===== src/hdl/llcp_pkg.sv =====
`default_nettype none

package llcp_pkg;

	localparam int COORD_W    = 32;
	localparam int DIR_W      = 18;
	localparam int LEN_W      = 31;
	localparam int DIFF_W     = COORD_W + 1;
	localparam int CS_W       = 27;
	localparam int IN_DATA_W  = 184;
	localparam int OUT_DATA_W = 256;
	localparam int IN_DIR_LSB = 3 * COORD_W;
	localparam int IN_LEN_LSB = IN_DIR_LSB + 3 * DIR_W;
	localparam int CFG_IDX_W  = 3;
	localparam int CFG_DATA_W = 32;
	localparam int QUEUE_DEPTH = 4;
	// Sign stage, setup stage, one stage per quotient bit, result stage.
	localparam int DIV_LAT    = COORD_W + 2;

	localparam logic [CFG_IDX_W-1:0] REG_A_ORG_X = 3'd0;
	localparam logic [CFG_IDX_W-1:0] REG_A_ORG_Y = 3'd1;
	localparam logic [CFG_IDX_W-1:0] REG_A_ORG_Z = 3'd2;
	localparam logic [CFG_IDX_W-1:0] REG_A_DIR_X = 3'd3;
	localparam logic [CFG_IDX_W-1:0] REG_A_DIR_Y = 3'd4;
	localparam logic [CFG_IDX_W-1:0] REG_A_DIR_Z = 3'd5;
	localparam logic [CFG_IDX_W-1:0] REG_A_LEN   = 3'd6;

	typedef logic signed [COORD_W-1:0] coord_t;
	typedef logic signed [DIR_W-1:0]   dir_t;
	typedef logic signed [DIFF_W-1:0]  diff_t;
	typedef logic signed [CS_W-1:0]    cs_t;

	localparam dir_t DIR_ONE = 18'sd65536;

	typedef struct packed {
		coord_t [2:0]     pb;
		dir_t [2:0]       db;
		logic [LEN_W-1:0] lb;
		diff_t [2:0]      dd;
		cs_t [2:0]        c8;
		logic             par;
	} entry_t;

	function automatic dir_t clamp_dir(input logic [DIR_W-1:0] v);
		dir_t s;
		s = $signed(v);
		if (s > DIR_ONE) begin
			return DIR_ONE;
		end else if (s < -DIR_ONE) begin
			return -DIR_ONE;
		end else begin
			return s;
		end
	endfunction

endpackage

`default_nettype wire


===== src/hdl/llcp_fifo.sv =====
`default_nettype none

module llcp_fifo #(
	parameter int DEPTH = llcp_pkg::QUEUE_DEPTH
) (
	input  logic             clk,
	input  logic             arst_n,
	input  logic             push,
	input  llcp_pkg::entry_t wdata,
	output logic             full,
	input  logic             pop,
	output llcp_pkg::entry_t rdata,
	output logic             empty
);
	import llcp_pkg::*;

	localparam int AW = (DEPTH > 1) ? $clog2(DEPTH) : 1;
	localparam int CW = $clog2(DEPTH + 1);

	entry_t        slot_q [DEPTH];
	logic [AW-1:0] wr_q;
	logic [AW-1:0] rd_q;
	logic [CW-1:0] cnt_q;

	assign full  = cnt_q == CW'(DEPTH);
	assign empty = cnt_q == '0;
	assign rdata = slot_q[rd_q];

	always_ff @(posedge clk) begin
		if (push) begin
			slot_q[wr_q] <= wdata;
		end
	end

	always_ff @(posedge clk or negedge arst_n) begin
		if (!arst_n) begin
			wr_q  <= '0;
			rd_q  <= '0;
			cnt_q <= '0;
		end else begin
			if (push) begin
				wr_q <= (wr_q == AW'(DEPTH - 1)) ? '0 : wr_q + 1'b1;
			end
			if (pop) begin
				rd_q <= (rd_q == AW'(DEPTH - 1)) ? '0 : rd_q + 1'b1;
			end
			case ({push, pop})
				2'b10: begin
					cnt_q <= cnt_q + 1'b1;
				end
				2'b01: begin
					cnt_q <= cnt_q - 1'b1;
				end
				default: begin
					cnt_q <= cnt_q;
				end
			endcase
		end
	end

endmodule

`default_nettype wire


===== config.mk =====
export PLATFORM = sky130hd
export DESIGN_NAME = llcp_fifo
export DESIGN_NICKNAME = d
export VERILOG_FILES = /design/src/hdl/llcp_pkg.sv /design/src/hdl/llcp_fifo.sv
export SDC_FILE = /design/constraint.sdc
export NUM_CORES = 1
export LEC_CHECK = 0
export BUFFER_PORTS_ARGS = -buffer_cell sky130_fd_sc_hd__buf_2
export CAP_MARGIN = 20
export CELL_PAD_IN_SITES_DETAIL_PLACEMENT = 1
export CELL_PAD_IN_SITES_GLOBAL_PLACEMENT = 1
export CORE_ASPECT_RATIO = 1.2
export CORE_MARGIN = 4
export CORE_UTILIZATION = 40
export CTS_BUF_LIST = sky130_fd_sc_hd__clkbuf_16
export CTS_CLUSTER_DIAMETER = 60
export DETAILED_ROUTE_END_ITERATION = 8
export GPL_ROUTABILITY_DRIVEN = 0
export PLACE_DENSITY_LB_ADDON = 0.1
export SETUP_SLACK_MARGIN = 0.05
export SYNTH_ARGS = -nofsm -noshare
export SYNTH_HDL_FRONTEND = slang
export SYNTH_SLANG_ARGS = --single-unit
export TNS_END_PERCENT = 5

===== constraint.sdc =====
create_clock -name clk -period 12.44 [get_ports clk]
set_clock_uncertainty 0.05 [all_clocks]
set_input_delay 1.866 -clock clk [delete_from_list [all_inputs] [get_ports clk]]
set_output_delay 1.866 -clock clk [all_outputs]
set_load 0.005 [all_outputs]

Word level (Yosys, flattened, before mapping)
Memory sizes are Yosys's and may differ from the RTL's.
Cells that the tools add are included.

cells by class
  add/subtract/negate cells = 4
  multiply operators = 0
  divide/modulo/power cells = 0
  magnitude comparators = 0
  equal/unequal tests = 5
  shift operators = 0
  mux-type cells = 5
  bitwise operators = 0
  reduce and logical (&&, ||, !) cells = 2

operator list
  operator                                           number
  == test 2 bit (second input constant)              3
  one-hot mux 3 bit (2 select lines)                 1
  adder 2 x 1 -> 2 bit (second input constant)       2
  2-to-1 mux 2 bit                                   2
  adder 3 x 1 -> 3 bit (second input constant)       1
  == test 3 bit (second input constant)              1
  zero test 3 bit                                    1
  subtractor 3 x 1 -> 3 bit (second input constant)  1
  == test 2 x 1 -> 1 bit (second input constant)     1
  2-to-1 mux 1 bit                                   2
  nonzero test 2 bit                                 1

word-level totals
  register bits = 7
  latch bits = 0
  RAM bits = 1448
  memory bits (read-only) = 0
  input bits = 366
  word-level logic and storage cells = 20
  memories = 1

memory list
  name    words  width  read ports  clocked after Yosys merged registers in  wr ports  line             source
  slot_q  4      362    1           0                                        1         llcp_fifo.sv:20  entry_t slot_q [DEPTH];

Logic depth before layout (Yosys ltp)
Gate-level depths: netlist (run 1).

  depth in word-level cells = 2
  mapped depth = 7
  mapped depth without buffers = 7

Least setup slack after synthesis (run 1)
OpenSTA, ideal clock, no wires.

  path kind = input-to-reg
  start = in push
  end = mem slot_q[0][0] (netlist name), enable pin
  arrival = 10.014 ns
  slack = 1.606 ns
  stages on the path = 1
  buffers on the path = 0
  cell sequence = and2_1

between the ends
  word-level cells in the longest chain between the ends = 2

RTL lines
  what                                    line             source
  start, declared                         llcp_fifo.sv:8   input logic push,
  2-to-1 mux 1 bit                        llcp_fifo.sv:30  if (push) begin
  2-to-1 mux 1 bit (implied by the code)  llcp_fifo.sv:31  slot_q[wr_q] <= wdata;
  end, declared                           llcp_fifo.sv:20

No other way between the ends.

==> results by group, run 1 <==
STA
  – Setup WS post-layout: 6.334 ns
  – Slew Limit Fails: 0
  – Hold Worst Slack: 0.4508 ns
  – Max-slew headroom: 0.1343
  – Fmax: 163.8 MHz
  – Setup Viol. Count Final: 0
  – Worst Tran Pin Value: 1.299 ns
  – Post-route minimum period: 6.106 ns
  – Setup TNS: 0 ns
  – Final Cycle Share: 0.4908
  – RSZ-0062 raised after global routing: no
  – Final Hold Fails: 0

Drt
  – Final ANT Viol Nets: 0
  – Via count: roughly 24k
  – Initial DRC count: approximately 1.5k
  – Via/cell ratio: about 5
  – Total iterations of the first detailed-routing run: 4
  – Final WL: 124.9 mm
  – DRC: 0
  – WL/cell: 26.68 um

Layout
  – Layout cells sized above 1: 0.4638
  – Fin nets: approximately 3.1k
  – Area Growth Syn to Fin: 19.25%
  – Final core occ: 0.4793

Critical path
  – Crit path DAT: approximately 4.2 ns
  – Launch point of the worst reg-to-reg path: wr_q[0]
  – CP Class: register to primary output
  – R2R Setup Slk: 8.68 ns
  – Startpoint types: register
  – Crit Path Max Fanout: 137
  – Reg2reg end: slot_q[0][317]
  – Req. time, crit path: roughly 11 ns
  – Crit. End Element: primary output
  – Register-to-Register Path Depth: 5

Placed design
  – Port-buffer cells: 729
  – Dpl ws: 6.793 ns
  – DP HPWL: between 70 and 80 mm

Pwr
  – P_sw: between 4 and 5 mW
  – Pleak: 21.30 nW
  – PwrDens: around 230 nW/um^2
  – Pwr Total: 14.83 mW
  – Reg power frac: 0.439
  – Sw frac: 0.2819
  – Logic pwr share: 0.263
  – Clock power share: 0.297
  – Internal: ~11 mW
  – IR drop worst, VDD: roughly 0.00022 V

Synth
  – Syn_nets: 2302
  – Synth area leader: edfxtp_1
  – Post-synthesis cell count: 1929
  – Cell Area, Synth: ~53000 um^2
  – Ys async rst share: 0.004811
  – Post-synth top cells: edfxtp_1 (1448), mux4_2 (362), buf_12 (33)
  – Distinct cell type count after synthesis: 24
  – Synth top area cells: edfxtp_1 (82%), mux4_2 (15%), buf_12 (1.2%)
  – EDFF count, synth: 1448
  – Ys Warns: 0
  – Number of register bits inferred by synthesis: roughly 1.5k
  – Register area share after synthesis: 0.8235
  – Top_reg_cell synth: edfxtp_1
  – Mapped Avg Cell Area: 27.48 um^2
  – Top-count cell post-synth: edfxtp_1
  – Yosys top cell area share: 0.8202

CTS
  – Clock sinks: about 1.5k
  – CTS buffer count: 151
  – Clk_lat worst skew: 0.73 ns
  – CTS tree: yes
  – Reg clk slew, reported paths: roughly 0.060 ns
  – Setup bufs post-CTS: 0
  – H-tree depth: 4
  – CTS Hold Bufs: 0
  – Deepest clock path buffer count: 3
  – Root buffer cell: clkbuf_16
  – Post-cts resize count: 0

Outcome
  – Outcome: finished, final reports clean

Hold path
  – Hold endpoint: cnt_q[2]
  – Min-delay src: cnt_q[2]
  – Hold WC Path Type: register to register
  – WHS Path Cells: 1

Flow run
  – MaxCap Viol Count: 0

Floorplanning
  – Initial Util: 0.4019
  – Row count: 146
  – Die height: 406.8 um
  – Die area: 138400 um^2
  – Core area: 131900 um^2
  – I/O pin count: 730
  – Die width: approximately 340 um

GRT
  – First-pass GRT wire length: 181.2 mm
  – Vias in the first global route: 26.15k
  – Pin count of the biggest net entering global routing: around 150
  – Gr ovfl total: 0
  – Antenna violations before repair: 79
  – GRT Overall Usage: 0.1793
-- kinds of logic after synthesis --
kind of cell | after synthesis | synth area share
AOI/OAI and AO/OA | 2 | 0.0001888
DFF | 1455 | 0.8235
xor gates and xnor gates | 3 | 0.0004957
adders and majority gates | 7 | 0.001794
muxes | 365 | 0.1544
buffers and inverters | 87 | 0.01857
and+or+nand+nor | 10 | 0.001015
-- state kept, by name (all words and copies together) (netlist names) --
name	flops
cnt_q	3
rd_q	2
slot_q	1448
wr_q	2
-- per-stage QoR --
stage                     cell area, um^2  std cells
final                               63220       4680
after global routing                63160       4657
after CTS                           63110       4647
after detailed placement            58220       4376
after global placement              58220       4376
after floorplan                     53010       1929
-- cell usage in the layout, fill, tap and decap left out --
cell / n
edfxtp_1: 1448
mux2i_1: 1
nand2_1: 1
and3_1: 1
xor2_1: 2
inv_6: 5
nor3_1: 1
ha_1: 6
buf_12: 9
buf_16: 1
clkinv_1: 39
inv_1: 29
inv_8: 1
mux4_2: 362
dfrtp_1: 5
or3_1: 1
diode_2: 32
buf_2: 729
nor2_1: 2
xnor2_1: 1
bufinv_16: 13
buf_4: 14
fa_1: 1
inv_16: 1
mux2_2: 2
clkinv_8: 2
o21ai_0: 2
dfrtp_4: 2
and2_4: 4
clkinv_16: 1
clkbuf_16: 159
clkinvlp_4: 5
clkinv_2: 22
-- routing by layer --
metal  wire length (um)  GRT usage
met3              11870    0.07663
met4               3788    0.06031
met5                274          0
met2              63220     0.2986
met1              45720     0.2103
-- final cells by class --
cell class | count | area (um^2)
timing repair buffer | 753 | 3961
fill | 11920 | 68670
clock inverter | 112 | 908.4
inverter | 6 | 22.52
tap | 1776 | 2222
clock buffer | 159 | 3979
antenna | 32 | 80.08
multi-input combinational | 387 | 8381
sequential | 1455 | 43660
-- critical path, cell delays in order (launching register included) --
cell	delay [ns]
dfrtp_4	1.05
buf_12	0.71
buf_4	0.89
mux4_2	0.42
buf_2	0.18
-- power by group through the flow --
stage / Combinational (mW) / Sequential (mW) / Clock (mW)
6_report: 3.90 / 6.52 / 4.41
3_3_place_gp: 4.04 / 6.58 / 0
5_1_grt: 4.24 / 6.58 / 4.79
3_5_place_dp: 4.05 / 6.63 / 0
4_1_cts: 4.07 / 6.53 / 4.56
2_1_floorplan: 2.54 / 6.80 / 0
-- how the worst max path moves through the flow --
stage,endpoint,cells past startpoint,slack [ns],startpoint
4_1_cts,rdata[293],4,5.95,rd_q[0]
3_3_place_gp,rdata[293],4,6.80,rd_q[0]
2_1_floorplan,slot_q[0][0],1,1.61,push
3_5_place_dp,rdata[293],4,6.79,rd_q[0]
5_1_grt,rdata[108],4,5.91,rd_q[0]
6_report,rdata[186],4,6.33,rd_q[1]
No activity file was read; power rests on OpenSTA's default activity.
==> run 2, diff against run 1 <==
- clock period: 12.44 -> 5.5 ns (I/O delays scaled with it)
==> results by group, run 2 (same netlist as run 1, synthesis figures left out) <==
STA
  – RSZ-0062 raised after global routing: no
  – Max-slew headroom: 0.3914 (+0.2571)
  – Slew Limit Fails: 0 (unchanged)
  – Final Cycle Share: 0.7161
  – Post-route minimum period: 3.938 ns
  – Setup Viol. Count Final: 0 (unchanged)
  – Final Hold Fails: 0 (unchanged)
  – Setup TNS: 0 ns (unchanged)
  – Fmax: 253.9 MHz
  – Hold Worst Slack: 0.2276 ns (-0.2233 ns)
  – Setup WS post-layout: 1.562 ns (-4.773 ns)
  – Worst Tran Pin Value: 0.9130 ns (-0.3856 ns)

Drt
  – Initial DRC count: 1685 (+9.9%)
  – Metal3 WL: 12.08 mm (+1.7%)
  – Final WL: 127.7 mm (+2.2%)
  – Via/cell ratio: 5.103 (+0.81%)
  – Met2 WL: 63.26 mm (about the same)
  – WL/cell: 27.18 um (+1.8%)
  – Top sig layer: met5
  – Metal-1 WL: 47.89 mm (+4.7%)
  – Total iterations of the first detailed-routing run: 5 (+1)
  – Via count: 23.98k (+1.2%)
  – Final ANT Viol Nets: 0 (unchanged)
  – DRC: 0 (unchanged)

Layout
  – Area Growth Syn to Fin: 19.50%
  – Max FFs per register: 1448 (unchanged)
  – Final Cell Area: 63350 um^2 (+0.20%)
  – Most frequent cells in the layout: edfxtp_1 (1448), buf_2 (729), mux4_2 (362)
  – Layout cells sized above 1: 0.4648 (+0.0009809)
  – FILL cells: 11.81k (-0.91%)
  – Commonest non-fill, non-tap cell in the layout: edfxtp_1
  – Top Registers: slot_q (1448), cnt_q (3)
  – Fin nets: 3141 (+0.45%)
  – Biggest register: slot_q

Critical path
  – Crit Path Max Fanout: 36 (-74%)
  – Crit path DAT: 3.06 ns (-1.13 ns)
  – Crit. End Element: primary output
  – Crit path max-delay cell type: dfrtp_4
  – CP Class: register to primary output
  – Worst path max stage delay: 0.75 ns (-0.30 ns)
  – Startpoint types: register
  – CP cell instances: buf_4, mux4_2, buf_2
  – Req. time, crit path: 4.62 ns (-5.90 ns)
  – Register-to-Register Path Depth: 4 (-1)

GRT
  – Gr ovfl total: 0 (unchanged)
  – Vias in the first global route: 26.55k (+1.5%)
  – First-pass GRT wire length: 185.5 mm (+2.4%)
  – Antenna violations before repair: 84 (+6.3%)
  – Pin count of the biggest net entering global routing: 119 (-22%)
  – GRT Overall Usage: 0.1839 (+0.004585)

Placed design
  – DP HPWL: 81.10 mm (+5.1%)
  – Dpl ws: 2.210 ns (-4.584 ns)
  – Port-buffer cells: 729 (unchanged)
  – Dpl cell area: 58450 um^2 (+0.39%)

CTS
  – Clock sinks: 1455 (unchanged)
  – Reg clk slew, reported paths: 0.06 ns (about the same)
  – Deepest clock path buffer count: 3 (unchanged)
  – CTS tree: yes
  – H-tree depth: 4 (unchanged)
  – CTS Hold Bufs: 1 (+1)
  – Setup bufs post-CTS: 0 (unchanged)
  – Clk_lat worst skew: 0.74 ns (about the same)
  – Root buffer cell: clkbuf_16
  – Post-cts resize count: 0 (unchanged)
  – CTS buffer count: 150 (-0.66%)

Floorplanning
  – Die width: 340.3 um (unchanged)
  – Die area: 138400 um^2 (unchanged)
  – Initial Util: 0.4019 (unchanged)
  – I/O pin count: 730 (unchanged)
  – Core area: 131900 um^2 (unchanged)
  – Row count: 146 (unchanged)
  – Die height: 406.8 um (unchanged)

Outcome
  – Outcome: finished, final reports clean

Pwr
  – PwrDens: 529.0 nW/um^2 (+130%)
  – IR drop worst, VDD: 0.0003126 V (+40%)
  – Pleak: 21.43 nW (+0.60%)

Hold path
  – Hold WC Path Type: input pin to register
  – WHS Path Cells: 1 (unchanged)

Flow run
  – MaxCap Viol Count: 0 (unchanged)
-- run 2: worst paths after layout --
check | from | endpoint | slack, ns
setup / recovery | rd_q[0] | rdata[183] | 1.56
hold / removal | wdata[258] | slot_q[0][258] | 0.23
setup reg to reg | wr_q[0] | slot_q[0][208] | 2.88
hold reg to reg | cnt_q[2] | cnt_q[2] | 0.45
max in group asynchronous | arst_n | rd_q[0] | 4.75
min in group asynchronous | arst_n | cnt_q[0] | 0.46
-- run 2: area by class of cell --
cell class	instances	area, um^2	share of cell area
inverters	6	22.52	0.0003555
repair buffers	768	4169	0.06581
clock inverters	106	807.0	0.01274
flip-flops and latches	1455	43660	0.6893
clock buffers	159	3979	0.06281
multi-input cells	387	8381	0.1323
well taps	1776	2222	0.03508
diodes	41	102.6	0.001620
-- run 2: worst max-delay path: cells and delay by family (launching register included) --
family	cells	cell delay, ns
buffers and inverters	2	0.87
flip-flops	1	0.75
multiplexers	1	0.59
-- run 2: per-layer routing --
layer  GRT usage  vias up
met1      0.2239    12730
met2      0.2976      769
met3     0.07383      271
li1            -    10170
met4     0.06852       42
met5           0        -
-- run 2: report_power, final --
group	internal [mW]	switching [mW]	total, mW
clock network	5.72	4.07	9.78
logic	4.10	4.97	9.07
registers	14.2	0.470	14.7
-- run 2: through the flow --
stage,utilization,power (mW),std cells
3_5_place_dp,0.4432,24.34,4391
2_1_floorplan,-,20.63,1929
6_report,0.4803,33.51,4698
3_3_place_gp,0.4432,24.20,4391
5_1_grt,0.4798,35.25,4672
4_1_cts,0.4795,34.28,4657
==> run 3, diff against run 2 <==
- ABC_AREA: unset -> 1
- clock period: 5.5 -> 3.7 ns (I/O delays scaled with it)
==> results by group, run 3 <==
Outcome
  – Outcome: finished, final reports clean

GRT
  – Pin count of the biggest net entering global routing: 146 (+23%)
  – First-pass GRT wire length: 230.0 mm (+24%)
  – GRT Overall Usage: 0.1995 (+0.01555)
  – Vias in the first global route: 38.16k (+44%)
  – Antenna violations before repair: 38 (-55%)
  – Gr ovfl total: 0 (unchanged)

Synth
  – Synth Area in Compound Gates: 0.09620 (+0.09601)
  – Post-synthesis cell count: 4276 (+120%)
  – Top-count cell post-synth: edfxtp_1
  – EDFF count, synth: 1448 (unchanged)
  – Mapped Avg Cell Area: 13.53 um^2 (-51%)
  – Number of register bits inferred by synthesis: 1455 (unchanged)
  – Distinct cell type count after synthesis: 23 (-4.2%)
  – Synth top area cells: edfxtp_1 (75%), o211ai_1 (9.1%), nand2_1 (7.1%)
  – Post-synthesis simple-gate area fraction: 0.07167 (+0.07066)
  – Ys async rst share: 0.004811 (unchanged)
  – Adder-cell share of the synthesized area: 0.001644 (-0.0001501)
  – Syn_nets: 4649 (+100%)
  – Synth area leader: edfxtp_1
  – Main combinational cell family by area after synthesis: compound AO/OA/AOI/OAI gates
  – Register area share after synthesis: 0.7546 (-0.06891)
  – Ys Warns: 0 (unchanged)
  – Yosys top cell area share: 0.7516 (-0.06863)
  – Mux contribution to synthesized area: 0 (-0.1544)
  – Post-synth top cells: edfxtp_1 (1448), nand2_1 (1098), inv_1 (737)
  – Xor/xnor share of the synthesized area: 0.0001514 (-0.0003443)
  – Top_reg_cell synth: edfxtp_1
  – Cell Area, Synth: 57850 um^2 (+9.1%)

Pwr
  – Pwr Total: 53.99 mW (+61%)
  – PwrDens: 747.3 nW/um^2 (+41%)
  – Pleak: 29.02 nW (+35%)
  – IR drop worst, VDD: 0.0006750 V (+120%)

CTS
  – Reg clk slew, reported paths: 0.06 ns (about the same)
  – H-tree depth: 4 (unchanged)
  – Deepest clock path buffer count: 3 (unchanged)
  – Root buffer cell: clkbuf_16
  – Clock sinks: 1455 (unchanged)
  – CTS tree: yes
  – Setup bufs post-CTS: 0 (unchanged)
  – Clk_lat worst skew: 0.77 ns (+0.03 ns)
  – Post-cts resize count: 0 (unchanged)
  – CTS buffer count: 154 (+2.7%)

Layout
  – Top Registers: slot_q (1448), cnt_q (3)
  – Layout cells sized above 1: 0.1944 (-0.2704)
  – Final core occ: 0.5038 (+0.02355)
  – Count of non-filler cells in the finished layout: 7450 (+59%)
  – Max FFs per register: 1448 (unchanged)
  – Biggest register: slot_q
  – Area Growth Syn to Fin: 24.89%
  – Most frequent cells in the layout: edfxtp_1 (1448), nand2_1 (1094), inv_1 (756)
  – Fin nets: 5746 (+83%)
  – Final Cell Area: 72250 um^2 (+14%)
  – Commonest non-fill, non-tap cell in the layout: edfxtp_1

STA
  – Post-route minimum period: 3.420 ns
  – Max-slew headroom: 0.3763 (-0.01507)
  – Final Hold Fails: 0 (unchanged)
  – Worst Tran Pin Value: 0.9356 ns (+0.02260 ns)
  – Setup WS post-layout: 0.2805 ns (-1.281 ns)
  – RSZ-0062 raised after global routing: no
  – Slew Limit Fails: 0 (unchanged)
  – Fmax: ~300 MHz
  – Final Cycle Share: 0.9242
  – Setup Viol. Count Final: 0 (unchanged)

Critical path
  – Startpoint types: register
  – Crit Path Max Fanout: 145 (+300%)
  – CP Class: register to primary output
  – Req. time, crit path: 3.09 ns (-1.53 ns)
  – Crit path DAT: 2.81 ns (-0.25 ns)
  – Worst path max stage delay: 0.50 ns (-0.25 ns)
  – Crit. End Element: primary output
  – CP cell instances: inv_16, buf_12, buf_12, nand2_1, o211ai_1, nand2_1, buf_2
  – Crit path max-delay cell type: dfrtp_1

Hold path
  – Hold WC Path Type: input pin to register

Placed design
  – Dpl ws: 1.122 ns (-1.088 ns)
  – Dpl cell area: 63610 um^2 (+8.8%)
  – Dpl cells: 6778 (+54%)
  – DP HPWL: 95.15 mm (+17%)
  – Port-buffer cells: 729 (unchanged)

Floorplanning
  – I/O pin count: 730 (unchanged)
  – Die height: 424.6 um (+4.4%)
  – Die area: 150800 um^2 (+8.9%)
  – Row count: 152 (+4.1%)
  – Initial Util: 0.4034 (+0.001508)
  – Die width: 355.2 um (+4.4%)
  – Core area: 143400 um^2 (+8.7%)

Drt
  – Via count: 36.34k (+52%)
  – Final ANT Viol Nets: 0 (unchanged)
  – Total iterations of the first detailed-routing run: 5 (unchanged)
  – Initial DRC count: 1914 (+14%)
  – WL/cell: 20.33 um (-25%)
  – DRC: 0 (unchanged)
  – Via/cell ratio: 4.878 (-4.4%)
  – Final WL: 151.5 mm (+19%)

Flow run
  – MaxCap Viol Count: 0 (unchanged)
==> run 3: cell count changes after synthesis, moves of 6 or more <==
cell and change:
nand2_1 +1097, inv_1 +731, o211ai_1 +704, mux4_2 -362, clkbuf_1 +84, buf_6 +71
buf_12 -33, buf_2 +27, o211ai_2 +20, buf_4 +7, buf_1 +6
==> run 3: per-stage QoR <==
stage | hold slack, ns | TNS, ns
after floorplan | 0.2094 | -4251.47
after global placement | 0.3666 | 0
after detailed placement | 0.3606 | 0
after CTS | 0.06194 | 0
after global routing | 0.09823 | 0
final | 0.1345 | 0
==> run 3: cell type report <==
type	instances	area, um^2
clock buffer	156	3904
sequential	1455	43660
antenna	30	75.07
fill	14750	71150
multi-input combinational	1841	9846
tap	1925	2409
inverter	739	2813
clock inverter	122	1021
timing repair buffer	1182	8523
==> run 3: metal layers <==
metal | routed length, um | vias to the layer above | global-route usage
li1 | - | 17240 | -
met1 | 61280 | 18000 | 0.2430
met2 | 74890 | 823 | 0.3403
met3 | 10290 | 259 | 0.05546
met4 | 4869 | 20 | 0.07129
met5 | 129 | - | 0
==> run 3: repair_timing <==
| action | CTS | global route |
|---|---|---|
| hold buffers | 364 | 0 |
| endpoints found under the setup margin | 0 | 0 |
| endpoints found under the hold margin | 1457 | 0 |
==> run 3: final timing paths <==
check | from | end | slack [ns] | cells after the start
setup / recovery | rd_q[0] | rdata[235] | 0.28 | 7
hold / removal | push | wr_q[0] | 0.13 | 2
setup reg to reg | wr_q[0] | slot_q[2][320] | 1.48 | 5
hold reg to reg | cnt_q[2] | cnt_q[2] | 0.47 | 2
max in group asynchronous | arst_n | rd_q[1] | 3.25 | 2
min in group asynchronous | arst_n | rd_q[0] | 0.17 | 2
==> run 3: cell families (layout without fill, tap and decap cells) <==
family	after synthesis	count (layout)
simple gates	1103	1103
fa+ha+maj	7	7
xor+xnor	1	1
other cells	0	30
buf+inv	980	2199
compound gates	730	730
flops	1455	1455
==> run 3: report_power, final <==
group | internal [mW] | switching (mW)
combinational | 5.69 | 11.3
sequential | 21.4 | 0.655
clock | 8.62 | 6.37
total | 35.7 | 18.3
==> run 3: worst max-delay path, delay by kind of cell (launching register included) <==
family | cells | cell delay [ns]
compound gates | 1 | 0.12
flops | 1 | 0.50
buf+inv | 4 | 1.01
simple gates | 2 | 0.19
